## config.mk

```make
export PLATFORM = sky130hd
export DESIGN_NAME = capability_tlv_parser_unit_flat
export DESIGN_NICKNAME = d
export VERILOG_FILES = /design/src/design/ctlv_pkg.sv /design/src/design/ctlv_req_if.sv /design/src/design/ctlv_rsp_if.sv /design/src/design/capability_tlv_parser_unit.sv /design/src/design/ctlv_parser.sv /design/src/design/ctlv_out_buf.sv /design/src/flat_wrapper.sv
export SDC_FILE = /design/constraint.sdc
export NUM_CORES = 1
export LEC_CHECK = 0
export ABC_AREA = 1
export BUFFER_PORTS_ARGS = -buffer_cell sky130_fd_sc_hd__buf_2
export CORE_MARGIN = 3
export CORE_UTILIZATION = 59
export DETAILED_ROUTE_END_ITERATION = 7
export HOLD_SLACK_MARGIN = 0.15
export PLACE_DENSITY = 0.88
export RECOVER_POWER = 100
export SLEW_MARGIN = 20
export SYNTH_ARGS = -nofsm -noshare
export SYNTH_HDL_FRONTEND = slang
export SYNTH_SLANG_ARGS = --single-unit
export TNS_END_PERCENT = 10
```

## constraint.sdc

```tcl
create_clock -name clock -period 12.15 [get_ports clock]
set_clock_uncertainty 0.1 [all_clocks]
set_input_delay 1.8225 -clock clock [delete_from_list [all_inputs] [get_ports clock]]
set_output_delay 1.8225 -clock clock [all_outputs]
set_load 0.01 [all_outputs]
```

## src/design/ctlv_pkg.sv

```systemverilog
// Shared types and constants for the capability TLV parser.
`timescale 1ns / 1ps
package ctlv_pkg;

   typedef enum logic [1:0] {
      PHASE_CATEGORY = 2'd0,
      PHASE_LENGTH   = 2'd1,
      PHASE_VALUE    = 2'd2,
      PHASE_SKIP     = 2'd3
   } phase_type;

   localparam logic [7:0] INVALID_CATEGORY = 8'hFF;
   localparam logic [7:0] MAX_LEN_RESET    = 8'd62;
   localparam int unsigned CSR_ADDR_WIDTH  = 3;
   localparam logic        CSR_IDX_MAX_LEN = 1'b0;

   typedef struct packed {
      logic       record_valid;
      logic [7:0] category_id;
      logic [7:0] value_length;
      logic [7:0] value_index;
      logic [7:0] value_byte;
      logic       has_value;
      logic       last_of_record;
      logic       message_done;
   } result_type;

   typedef struct packed {
      logic       accept;
      logic [7:0] data_byte;
      logic       byte_present;
      logic       restart;
      logic       end_of_message;
   } item_type;

endpackage

```

## src/design/ctlv_req_if.sv

```systemverilog
// Request channel interface: payload byte with boundary flags.
`timescale 1ns / 1ps
interface ctlv_req_if;
   logic       valid;
   logic       ready;
   logic [7:0] data_byte;
   logic       byte_present;
   logic       restart;
   logic       end_of_message;

   modport source (output valid, output data_byte, output byte_present,
                   output restart, output end_of_message, input ready);
   modport sink   (input valid, input data_byte, input byte_present,
                   input restart, input end_of_message, output ready);
endinterface

```

## src/design/ctlv_rsp_if.sv

```systemverilog
// Response channel interface: one record byte or boundary result.
`timescale 1ns / 1ps
interface ctlv_rsp_if;
   logic       valid;
   logic       ready;
   logic       record_valid;
   logic [7:0] category_id;
   logic [7:0] value_length;
   logic [7:0] value_index;
   logic [7:0] value_byte;
   logic       has_value;
   logic       last_of_record;
   logic       message_done;

   modport source (output valid, output record_valid, output category_id,
                   output value_length, output value_index, output value_byte,
                   output has_value, output last_of_record, output message_done,
                   input ready);
   modport sink   (input valid, input record_valid, input category_id,
                   input value_length, input value_index, input value_byte,
                   input has_value, input last_of_record, input message_done,
                   output ready);
endinterface

```

## src/design/capability_tlv_parser_unit.sv

```systemverilog
// Top level of the capability TLV parser: register port, parser and result buffer.
//
// Requests arrive on req_if, one payload byte each, with restart and
// end_of_message flags; byte_present low makes a boundary-only request.
// Results leave on rsp_if: one per value byte of an accepted record, one for
// a zero-length record, one with message_done at end of message; requests
// that cause none give no result. Records longer than max_value_length
// (register 0, reset 62) are skipped to their end.
// A result is registered into the buffer at the edge that accepts its request.
// Throughput: one request per cycle while req_if.ready is high; the parser
// state updates at the accept edge and results land in a two-entry buffer.
// When rsp_if stalls, one further result is held in the skid slot, then
// req_if.ready drops until the head is taken.
// Reset (synchronous) empties the buffer, returns the parser to expect a
// category byte and restores the register default.
`timescale 1ns / 1ps
module capability_tlv_parser_unit
   import ctlv_pkg::*;
(
   input  logic                      clock,
   input  logic                      reset,
   input  logic                      psel,
   input  logic                      penable,
   input  logic                      pwrite,
   input  logic [CSR_ADDR_WIDTH-1:0] paddr,
   input  logic [31:0]               pwdata,
   output logic [31:0]               prdata,
   output logic                      pready,
   ctlv_req_if.sink                  req_if,
   ctlv_rsp_if.source                rsp_if
);

   logic       max_len_sel;
   logic [7:0] max_len_val_ff;
   logic       csr_write;
   logic       buf_full;
   logic       head_valid;
   logic       res_push;
   item_type   item;
   result_type res;
   result_type head;

   assign pready      = 1'b1;
   assign csr_write   = psel && penable && pwrite;
   assign max_len_sel = paddr[2] == CSR_IDX_MAX_LEN;

   always_ff @(posedge clock) begin
      if (reset) begin
         max_len_val_ff <= MAX_LEN_RESET;
      end else if (csr_write && max_len_sel) begin
         max_len_val_ff <= pwdata[7:0];
      end
   end

   assign prdata = max_len_sel ? {24'd0, max_len_val_ff} : 32'd0;

   assign req_if.ready = !buf_full;
   assign item         = {req_if.valid && !buf_full, req_if.data_byte, req_if.byte_present,
                          req_if.restart, req_if.end_of_message};

   ctlv_parser u_parser (
      .clock    (clock),
      .reset    (reset),
      .item     (item),
      .max_len  (max_len_val_ff),
      .res_push (res_push),
      .res      (res)
   );

   ctlv_out_buf u_out_buf (
      .clock      (clock),
      .reset      (reset),
      .push       (res_push),
      .push_data  (res),
      .pop        (rsp_if.valid && rsp_if.ready),
      .head_valid (head_valid),
      .head_data  (head),
      .full       (buf_full)
   );

   assign rsp_if.valid          = head_valid;
   assign rsp_if.record_valid   = head.record_valid;
   assign rsp_if.category_id    = head.category_id;
   assign rsp_if.value_length   = head.value_length;
   assign rsp_if.value_index    = head.value_index;
   assign rsp_if.value_byte     = head.value_byte;
   assign rsp_if.has_value      = head.has_value;
   assign rsp_if.last_of_record = head.last_of_record;
   assign rsp_if.message_done   = head.message_done;

`ifndef SYNTH
   a_eom_gives_result: assert property (@(posedge clock) disable iff (reset)
      req_if.valid && req_if.ready && req_if.end_of_message |=> rsp_if.valid)
      else $error("end of message request left no result");

   a_full_has_head: assert property (@(posedge clock) disable iff (reset)
      !req_if.ready |-> rsp_if.valid)
      else $error("request stalled with empty result head");

   a_csr_write: assert property (@(posedge clock) disable iff (reset)
      psel && penable && pwrite && max_len_sel |=> max_len_val_ff == $past(pwdata[7:0]))
      else $error("limit register write lost");
`endif

endmodule

```

## src/design/ctlv_parser.sv

```systemverilog
// Parser state and per-byte decode of category, length and value.
`timescale 1ns / 1ps
module ctlv_parser
   import ctlv_pkg::*;
(
   input  logic       clock,
   input  logic       reset,
   input  item_type   item,
   input  logic [7:0] max_len,
   output logic       res_push,
   output result_type res
);

   phase_type  phase_ff, phase_in;
   logic [7:0] cat_ff, cat_in;
   logic [7:0] len_ff, len_in;
   logic [7:0] off_ff, off_in;

   always_comb begin
      phase_type  p;
      logic [7:0] c;
      logic [7:0] l;
      logic [7:0] o;
      logic [7:0] o_next;
      logic       have;
      result_type r;

      p      = item.restart ? PHASE_CATEGORY : phase_ff;
      c      = item.restart ? INVALID_CATEGORY : cat_ff;
      l      = item.restart ? 8'd0 : len_ff;
      o      = item.restart ? 8'd0 : off_ff;
      o_next = 8'(o + 8'd1);
      have   = 1'b0;
      r      = '0;

      if (item.byte_present) begin
         unique case (p)
            PHASE_CATEGORY: begin
               c = item.data_byte;
               p = PHASE_LENGTH;
            end
            PHASE_LENGTH: begin
               o = 8'd0;
               l = item.data_byte;
               if (item.data_byte > max_len) begin
                  p = PHASE_SKIP;
               end else if (item.data_byte == 8'd0) begin
                  have             = 1'b1;
                  r.record_valid   = 1'b1;
                  r.category_id    = c;
                  r.last_of_record = 1'b1;
                  p                = PHASE_CATEGORY;
                  c                = INVALID_CATEGORY;
               end else begin
                  p = PHASE_VALUE;
               end
            end
            PHASE_VALUE: begin
               have           = 1'b1;
               r.record_valid = 1'b1;
               r.category_id  = c;
               r.value_length = l;
               r.value_index  = o;
               r.value_byte   = item.data_byte;
               r.has_value    = 1'b1;
               o              = o_next;
               if (o_next == l) begin
                  r.last_of_record = 1'b1;
                  p                = PHASE_CATEGORY;
                  c                = INVALID_CATEGORY;
               end
            end
            PHASE_SKIP: begin
               o = o_next;
               if (o_next == l) begin
                  p = PHASE_CATEGORY;
                  c = INVALID_CATEGORY;
               end
            end
            default: p = PHASE_CATEGORY;
         endcase
      end

      if (item.end_of_message) begin
         p              = PHASE_CATEGORY;
         c              = INVALID_CATEGORY;
         l              = 8'd0;
         o              = 8'd0;
         have           = 1'b1;
         r.message_done = 1'b1;
      end

      phase_in = p;
      cat_in   = c;
      len_in   = l;
      off_in   = o;
      res      = r;
      res_push = item.accept && have;
   end

   always_ff @(posedge clock) begin
      if (reset) begin
         phase_ff <= PHASE_CATEGORY;
         cat_ff   <= INVALID_CATEGORY;
         len_ff   <= 8'd0;
         off_ff   <= 8'd0;
      end else if (item.accept) begin
         phase_ff <= phase_in;
         cat_ff   <= cat_in;
         len_ff   <= len_in;
         off_ff   <= off_in;
      end
   end

endmodule

```

## src/design/ctlv_out_buf.sv

```systemverilog
// Two-entry result buffer: head register plus skid slot.
`timescale 1ns / 1ps
module ctlv_out_buf
   import ctlv_pkg::*;
(
   input  logic       clock,
   input  logic       reset,
   input  logic       push,
   input  result_type push_data,
   input  logic       pop,
   output logic       head_valid,
   output result_type head_data,
   output logic       full
);

   logic       v0_ff, v0_in;
   logic       v1_ff, v1_in;
   result_type head_ff, head_in;
   result_type skid_ff, skid_in;

   always_comb begin
      v0_in   = v0_ff;
      v1_in   = v1_ff;
      head_in = head_ff;
      skid_in = skid_ff;
      if (pop && v1_ff) begin
         head_in = skid_ff;
         v1_in   = 1'b0;
      end else if (pop) begin
         v0_in   = push;
         head_in = push_data;
      end else if (push) begin
         if (!v0_ff) begin
            v0_in   = 1'b1;
            head_in = push_data;
         end else begin
            v1_in   = 1'b1;
            skid_in = push_data;
         end
      end
   end

   always_ff @(posedge clock) begin
      if (reset) begin
         v0_ff <= 1'b0;
         v1_ff <= 1'b0;
      end else begin
         v0_ff <= v0_in;
         v1_ff <= v1_in;
      end
   end

   always_ff @(posedge clock) begin
      head_ff <= head_in;
      skid_ff <= skid_in;
   end

   assign head_valid = v0_ff;
   assign head_data  = head_ff;
   assign full       = v1_ff;

endmodule
```

## src/flat_wrapper.sv

```systemverilog
// flat-port wrapper written by rule: the top's interface ports become plain ports
module capability_tlv_parser_unit_flat import ctlv_pkg::*;
  (clock, reset, psel, penable, pwrite, paddr, pwdata, prdata, pready, req_if_valid, req_if_data_byte, req_if_byte_present, req_if_restart, req_if_end_of_message, req_if_ready, rsp_if_valid, rsp_if_record_valid, rsp_if_category_id, rsp_if_value_length, rsp_if_value_index, rsp_if_value_byte, rsp_if_has_value, rsp_if_last_of_record, rsp_if_message_done, rsp_if_ready);
  ctlv_req_if req_if_i ();
  ctlv_rsp_if rsp_if_i ();
  input  logic clock;
  input  logic reset;
  input  logic psel;
  input  logic penable;
  input  logic pwrite;
  input  logic [CSR_ADDR_WIDTH-1:0] paddr;
  input  logic [31:0] pwdata;
  output logic [31:0] prdata;
  output logic pready;
  input wire logic [$bits(req_if_i.valid)-1:0] req_if_valid;
  input wire logic [$bits(req_if_i.data_byte)-1:0] req_if_data_byte;
  input wire logic [$bits(req_if_i.byte_present)-1:0] req_if_byte_present;
  input wire logic [$bits(req_if_i.restart)-1:0] req_if_restart;
  input wire logic [$bits(req_if_i.end_of_message)-1:0] req_if_end_of_message;
  output wire logic [$bits(req_if_i.ready)-1:0] req_if_ready;
  output wire logic [$bits(rsp_if_i.valid)-1:0] rsp_if_valid;
  output wire logic [$bits(rsp_if_i.record_valid)-1:0] rsp_if_record_valid;
  output wire logic [$bits(rsp_if_i.category_id)-1:0] rsp_if_category_id;
  output wire logic [$bits(rsp_if_i.value_length)-1:0] rsp_if_value_length;
  output wire logic [$bits(rsp_if_i.value_index)-1:0] rsp_if_value_index;
  output wire logic [$bits(rsp_if_i.value_byte)-1:0] rsp_if_value_byte;
  output wire logic [$bits(rsp_if_i.has_value)-1:0] rsp_if_has_value;
  output wire logic [$bits(rsp_if_i.last_of_record)-1:0] rsp_if_last_of_record;
  output wire logic [$bits(rsp_if_i.message_done)-1:0] rsp_if_message_done;
  input wire logic [$bits(rsp_if_i.ready)-1:0] rsp_if_ready;
  assign req_if_i.valid = req_if_valid;
  assign req_if_i.data_byte = req_if_data_byte;
  assign req_if_i.byte_present = req_if_byte_present;
  assign req_if_i.restart = req_if_restart;
  assign req_if_i.end_of_message = req_if_end_of_message;
  assign req_if_ready = req_if_i.ready;
  assign rsp_if_valid = rsp_if_i.valid;
  assign rsp_if_record_valid = rsp_if_i.record_valid;
  assign rsp_if_category_id = rsp_if_i.category_id;
  assign rsp_if_value_length = rsp_if_i.value_length;
  assign rsp_if_value_index = rsp_if_i.value_index;
  assign rsp_if_value_byte = rsp_if_i.value_byte;
  assign rsp_if_has_value = rsp_if_i.has_value;
  assign rsp_if_last_of_record = rsp_if_i.last_of_record;
  assign rsp_if_message_done = rsp_if_i.message_done;
  assign rsp_if_i.ready = rsp_if_ready;
  capability_tlv_parser_unit u_core (.clock(clock), .reset(reset), .psel(psel), .penable(penable), .pwrite(pwrite), .paddr(paddr), .pwdata(pwdata), .prdata(prdata), .pready(pready), .req_if(req_if_i), .rsp_if(rsp_if_i));
endmodule
```

==> summary by stage <==
Routing
The overall routed net length is 12500 µm. In the routed design, unresolved DRC markers number 0. The number of violations reported at the end of detailed-routing iteration 0 is 523. The post-detailed-route via-to-cell ratio is 5.29. The final route contains 4866 vias. The average detailed-routed wire length per instance is 13.6 µm. The pre-antenna-repair detailed-routing pass consisted of 7 iterations.

The count of nets left with antenna violations once routing finished came out at 0.

Floorplan
The starting utilization of the core area is 61.6%. The core outline area is 0.00933 mm². The width of the die is 105 µm. The initialized floorplan defines 35 standard-cell rows. The number of primary I/O pins is 124. The die covers 0.0110 mm². In this run the vertical extent of the chip is 105 µm.

Critical path
The required time at the endpoint of the critical path is 11970 ps. The start-to-end type of the worst setup path is primary input to flip-flop. The origin of the critical flop-to-flop path is u_core.max_len_val_ff[1].

Data on the critical path arrives at its endpoint at 7410 ps. The launching element of the worst setup path is req_if_restart. Along the worst path, the maximum fanout reaches 36. The startpoint class of the critical path is a primary input. The kind of end point of the critical path is a flip-flop.

Synthesis
The dominant cell type by area after synthesis is sky130_fd_sc_hd__edfxtp_1. The synthesized area per cell is 7.87 µm². The flop and latch count out of synthesis is 108. The top cell type by area accounts for 37.7% of the synthesized area. In this run, distinct cell masters in the synthesized netlist total 32. The synthesis warning total is 0. The post-synthesis instance total is 730. In the post-synthesis netlist, the biggest area contributors are sky130_fd_sc_hd__edfxtp_1, sky130_fd_sc_hd__nand2_1, sky130_fd_sc_hd__dfxtp_1.

The post-synthesis instance area is 0.00574 mm². After synthesis, flip-flops and latches occupy 50.2% of the total area.

Final layout
The library cells used most frequently in the layout, excluding fill and tap cells, are sky130_fd_sc_hd__nand2_1, sky130_fd_sc_hd__nor2_1, sky130_fd_sc_hd__edfxtp_1. The number of diodes added for antenna fixing is 0. The library cell used most frequently in the layout, excluding fill and tap cells, is sky130_fd_sc_hd__nand2_1. Relative to the synthesized area, the layout overhead comes to 6.67%. The post-route standard cell area excluding fillers is 0.00612 mm². At the end of the flow, the number of nets in the layout was 850. The post-route netlist has 7.85% of its cells at a drive strength greater than 1.

Timing
The total count of hold-check failures in the final report is 0. At the pin with the least slew margin, the transition time is 2930 ps. Setup repair after global routing left no endpoint under its margin.

The period utilization is 62.5%. The achievable frequency is 132 MHz. The count of pins over their slew limit is 115. The minimum clock period after layout is 7590 ps. The normalized max-slew margin is -95.3%. For the final routed database, the setup TNS stands at 0 ps. The number of setup violations in the final report is 0.

CTS
The tree built by TritonCTS fans out to 108 sinks. The number of buffers inserted during clock tree synthesis is 9. The root buffer cell is sky130_fd_sc_hd__clkbuf_8. The number of buffers added to fix hold violations after cts is 0. Gates resized during post-CTS repair numbered 0. The later pin in the worst-skew pair is clocked with a latency of 370 ps.

The clock tree from TritonCTS is done. The clock-pin slew reported for the worst setup and hold paths after clock tree synthesis is 100 ps. The buffer levels on the longest clock path is 2. In this run the post-CTS setup repair buffer count came out at 0. The clock tree synthesis step divided the H-tree into 3 levels.

Power and ir drop
For this design the static power due to leakage is 0.00263 µW. The worst voltage drop across the vdd grid is 0.0589 mV. In this run the power density over the cells is 110 mW/mm².

Placed design
The final weighted congestion in routability-driven placement is 0.866. The count of buffers added on input and output ports is 72. The standard cell area after detailed placement is 0.00604 mm².

Summed over all nets, the half-perimeter wirelength after detailed placement is 8900 µm.

GRT
The number of global-route vias before repair is 4440. The first global-routing pass estimated 20400 µm of wire. For this run, the total global-route usage over all layers was measured as 22.7%. The overall overflow remaining after global route is 0. Entering global routing, the biggest net connects 41 pins. The number of antenna violations at the first check in global routing is 0.

Hold path
The launch instance of the worst min-delay path is u_core.u_parser.len_ff[3]. The path class of the lowest-slack min-delay path is flip-flop to flip-flop.

Run status
The checks that failed: capacitance limit, slew limit. The flow ran to the end, but the final reports show violations.

Job
The max-capacitance violation count is 3.
[cell families (layout without fill, tap and decap cells)]
kind of cell / count (synthesis) / in the layout / share of synthesized area (%)
AND/OR/NAND/NOR: 396 / 396 / 28.1
adder cells (fa/ha/maj): 12 / 12 / 2.61
other: 2 / 25 / 0.131
flip-flops: 108 / 108 / 50.2
buffers and inverters: 127 / 164 / 10.8
AO/OA/AOI/OAI: 85 / 85 / 8.15
[where the power goes]
group          internal [µW]  total (µW)  switching (µW)  leakage [µW]
registers                402         406            3.99      0.000910
logic                   16.2        59.7            43.5       0.00163
clock network           78.5         207             129     0.0000887
[worst max-delay path, cell delays in order]
cell                         delay [ps]
sky130_fd_sc_hd__clkbuf_1           730
sky130_fd_sc_hd__clkinvlp_2        1070
sky130_fd_sc_hd__nand2_1            420
sky130_fd_sc_hd__ha_1               280
sky130_fd_sc_hd__nand3_1            160
sky130_fd_sc_hd__nand2_1             90
sky130_fd_sc_hd__nand3_1            340
sky130_fd_sc_hd__nand2_1            220
sky130_fd_sc_hd__nand2_1            100
sky130_fd_sc_hd__a21oi_1           2160
[routing by layer]
metal	up-vias	GRT usage (%)	share of wire, %
met2	268	37.3	46
met3	42	6.36	11
met5	-	0	0
met1	2169	28.9	41
li1	2387	-	-
met4	0	7.97	2.6
[synthesized netlist by cell type, drive strengths merged]
cell	n
nand2	254
nor2	106
edfxtp	72
inv	71
a21oi	51
dfxtp	36
buf	30
nand3	27
clkbuf	23
o21ai	21
ha	12
o211ai	6
o22ai	5
nand4	4
nor3	4
clkinv	3
conb	2
and3	1
o21bai	1
o221ai	1
[path summary, 6_finish.rpt]
path / endpoint / slack, ps / cells after the start
hold reg to reg: u_core.u_parser.len_ff[3] / 380 / 2
hold / removal: u_core.u_parser.len_ff[3] / 380 / 2
setup reg to reg: u_core.u_out_buf.head_data[24] / 7420 / 15
setup / recovery: u_core.u_out_buf.head_data[24] / 4560 / 10
[per-stage QoR]
step	total power (µW)	setup WS [ps]	util [%]	hold slack (ps)	std cells
3_3_place_gp	473	7070	64.8	352	903
4_1_cts	676	7360	66.7	380	919
3_5_place_dp	476	7000	64.8	366	903
6_report	673	4560	65.7	378	919
5_1_grt	693	4020	65.7	404	919
2_1_floorplan	462	6790	-	345	753
[area by class of cell]
class                           instances  area [µm²]
Sequential cell                       108        2880
Fill cell                             787        3200
Inverter                               74         279
Timing Repair Buffer                   74         307
Clock buffer                           10         128
Multi-Input combinational cell        518        2320
Clock inverter                          6        51.3
Tap cell                              129         161
[flip-flops by register name, summed over array words and instances (netlist names)]
signal                       flops
u_core.u_out_buf.full            1
u_core.u_parser.off_ff           8
u_core.u_parser.cat_ff           8
u_core.u_out_buf.head_valid      1
u_core.u_parser.phase_ff         2
u_core.u_out_buf.head_data      36
u_core.u_out_buf.skid_ff        36
u_core.u_parser.len_ff           8
u_core.max_len_val_ff            8
Power figures use the tool's default switching activity.
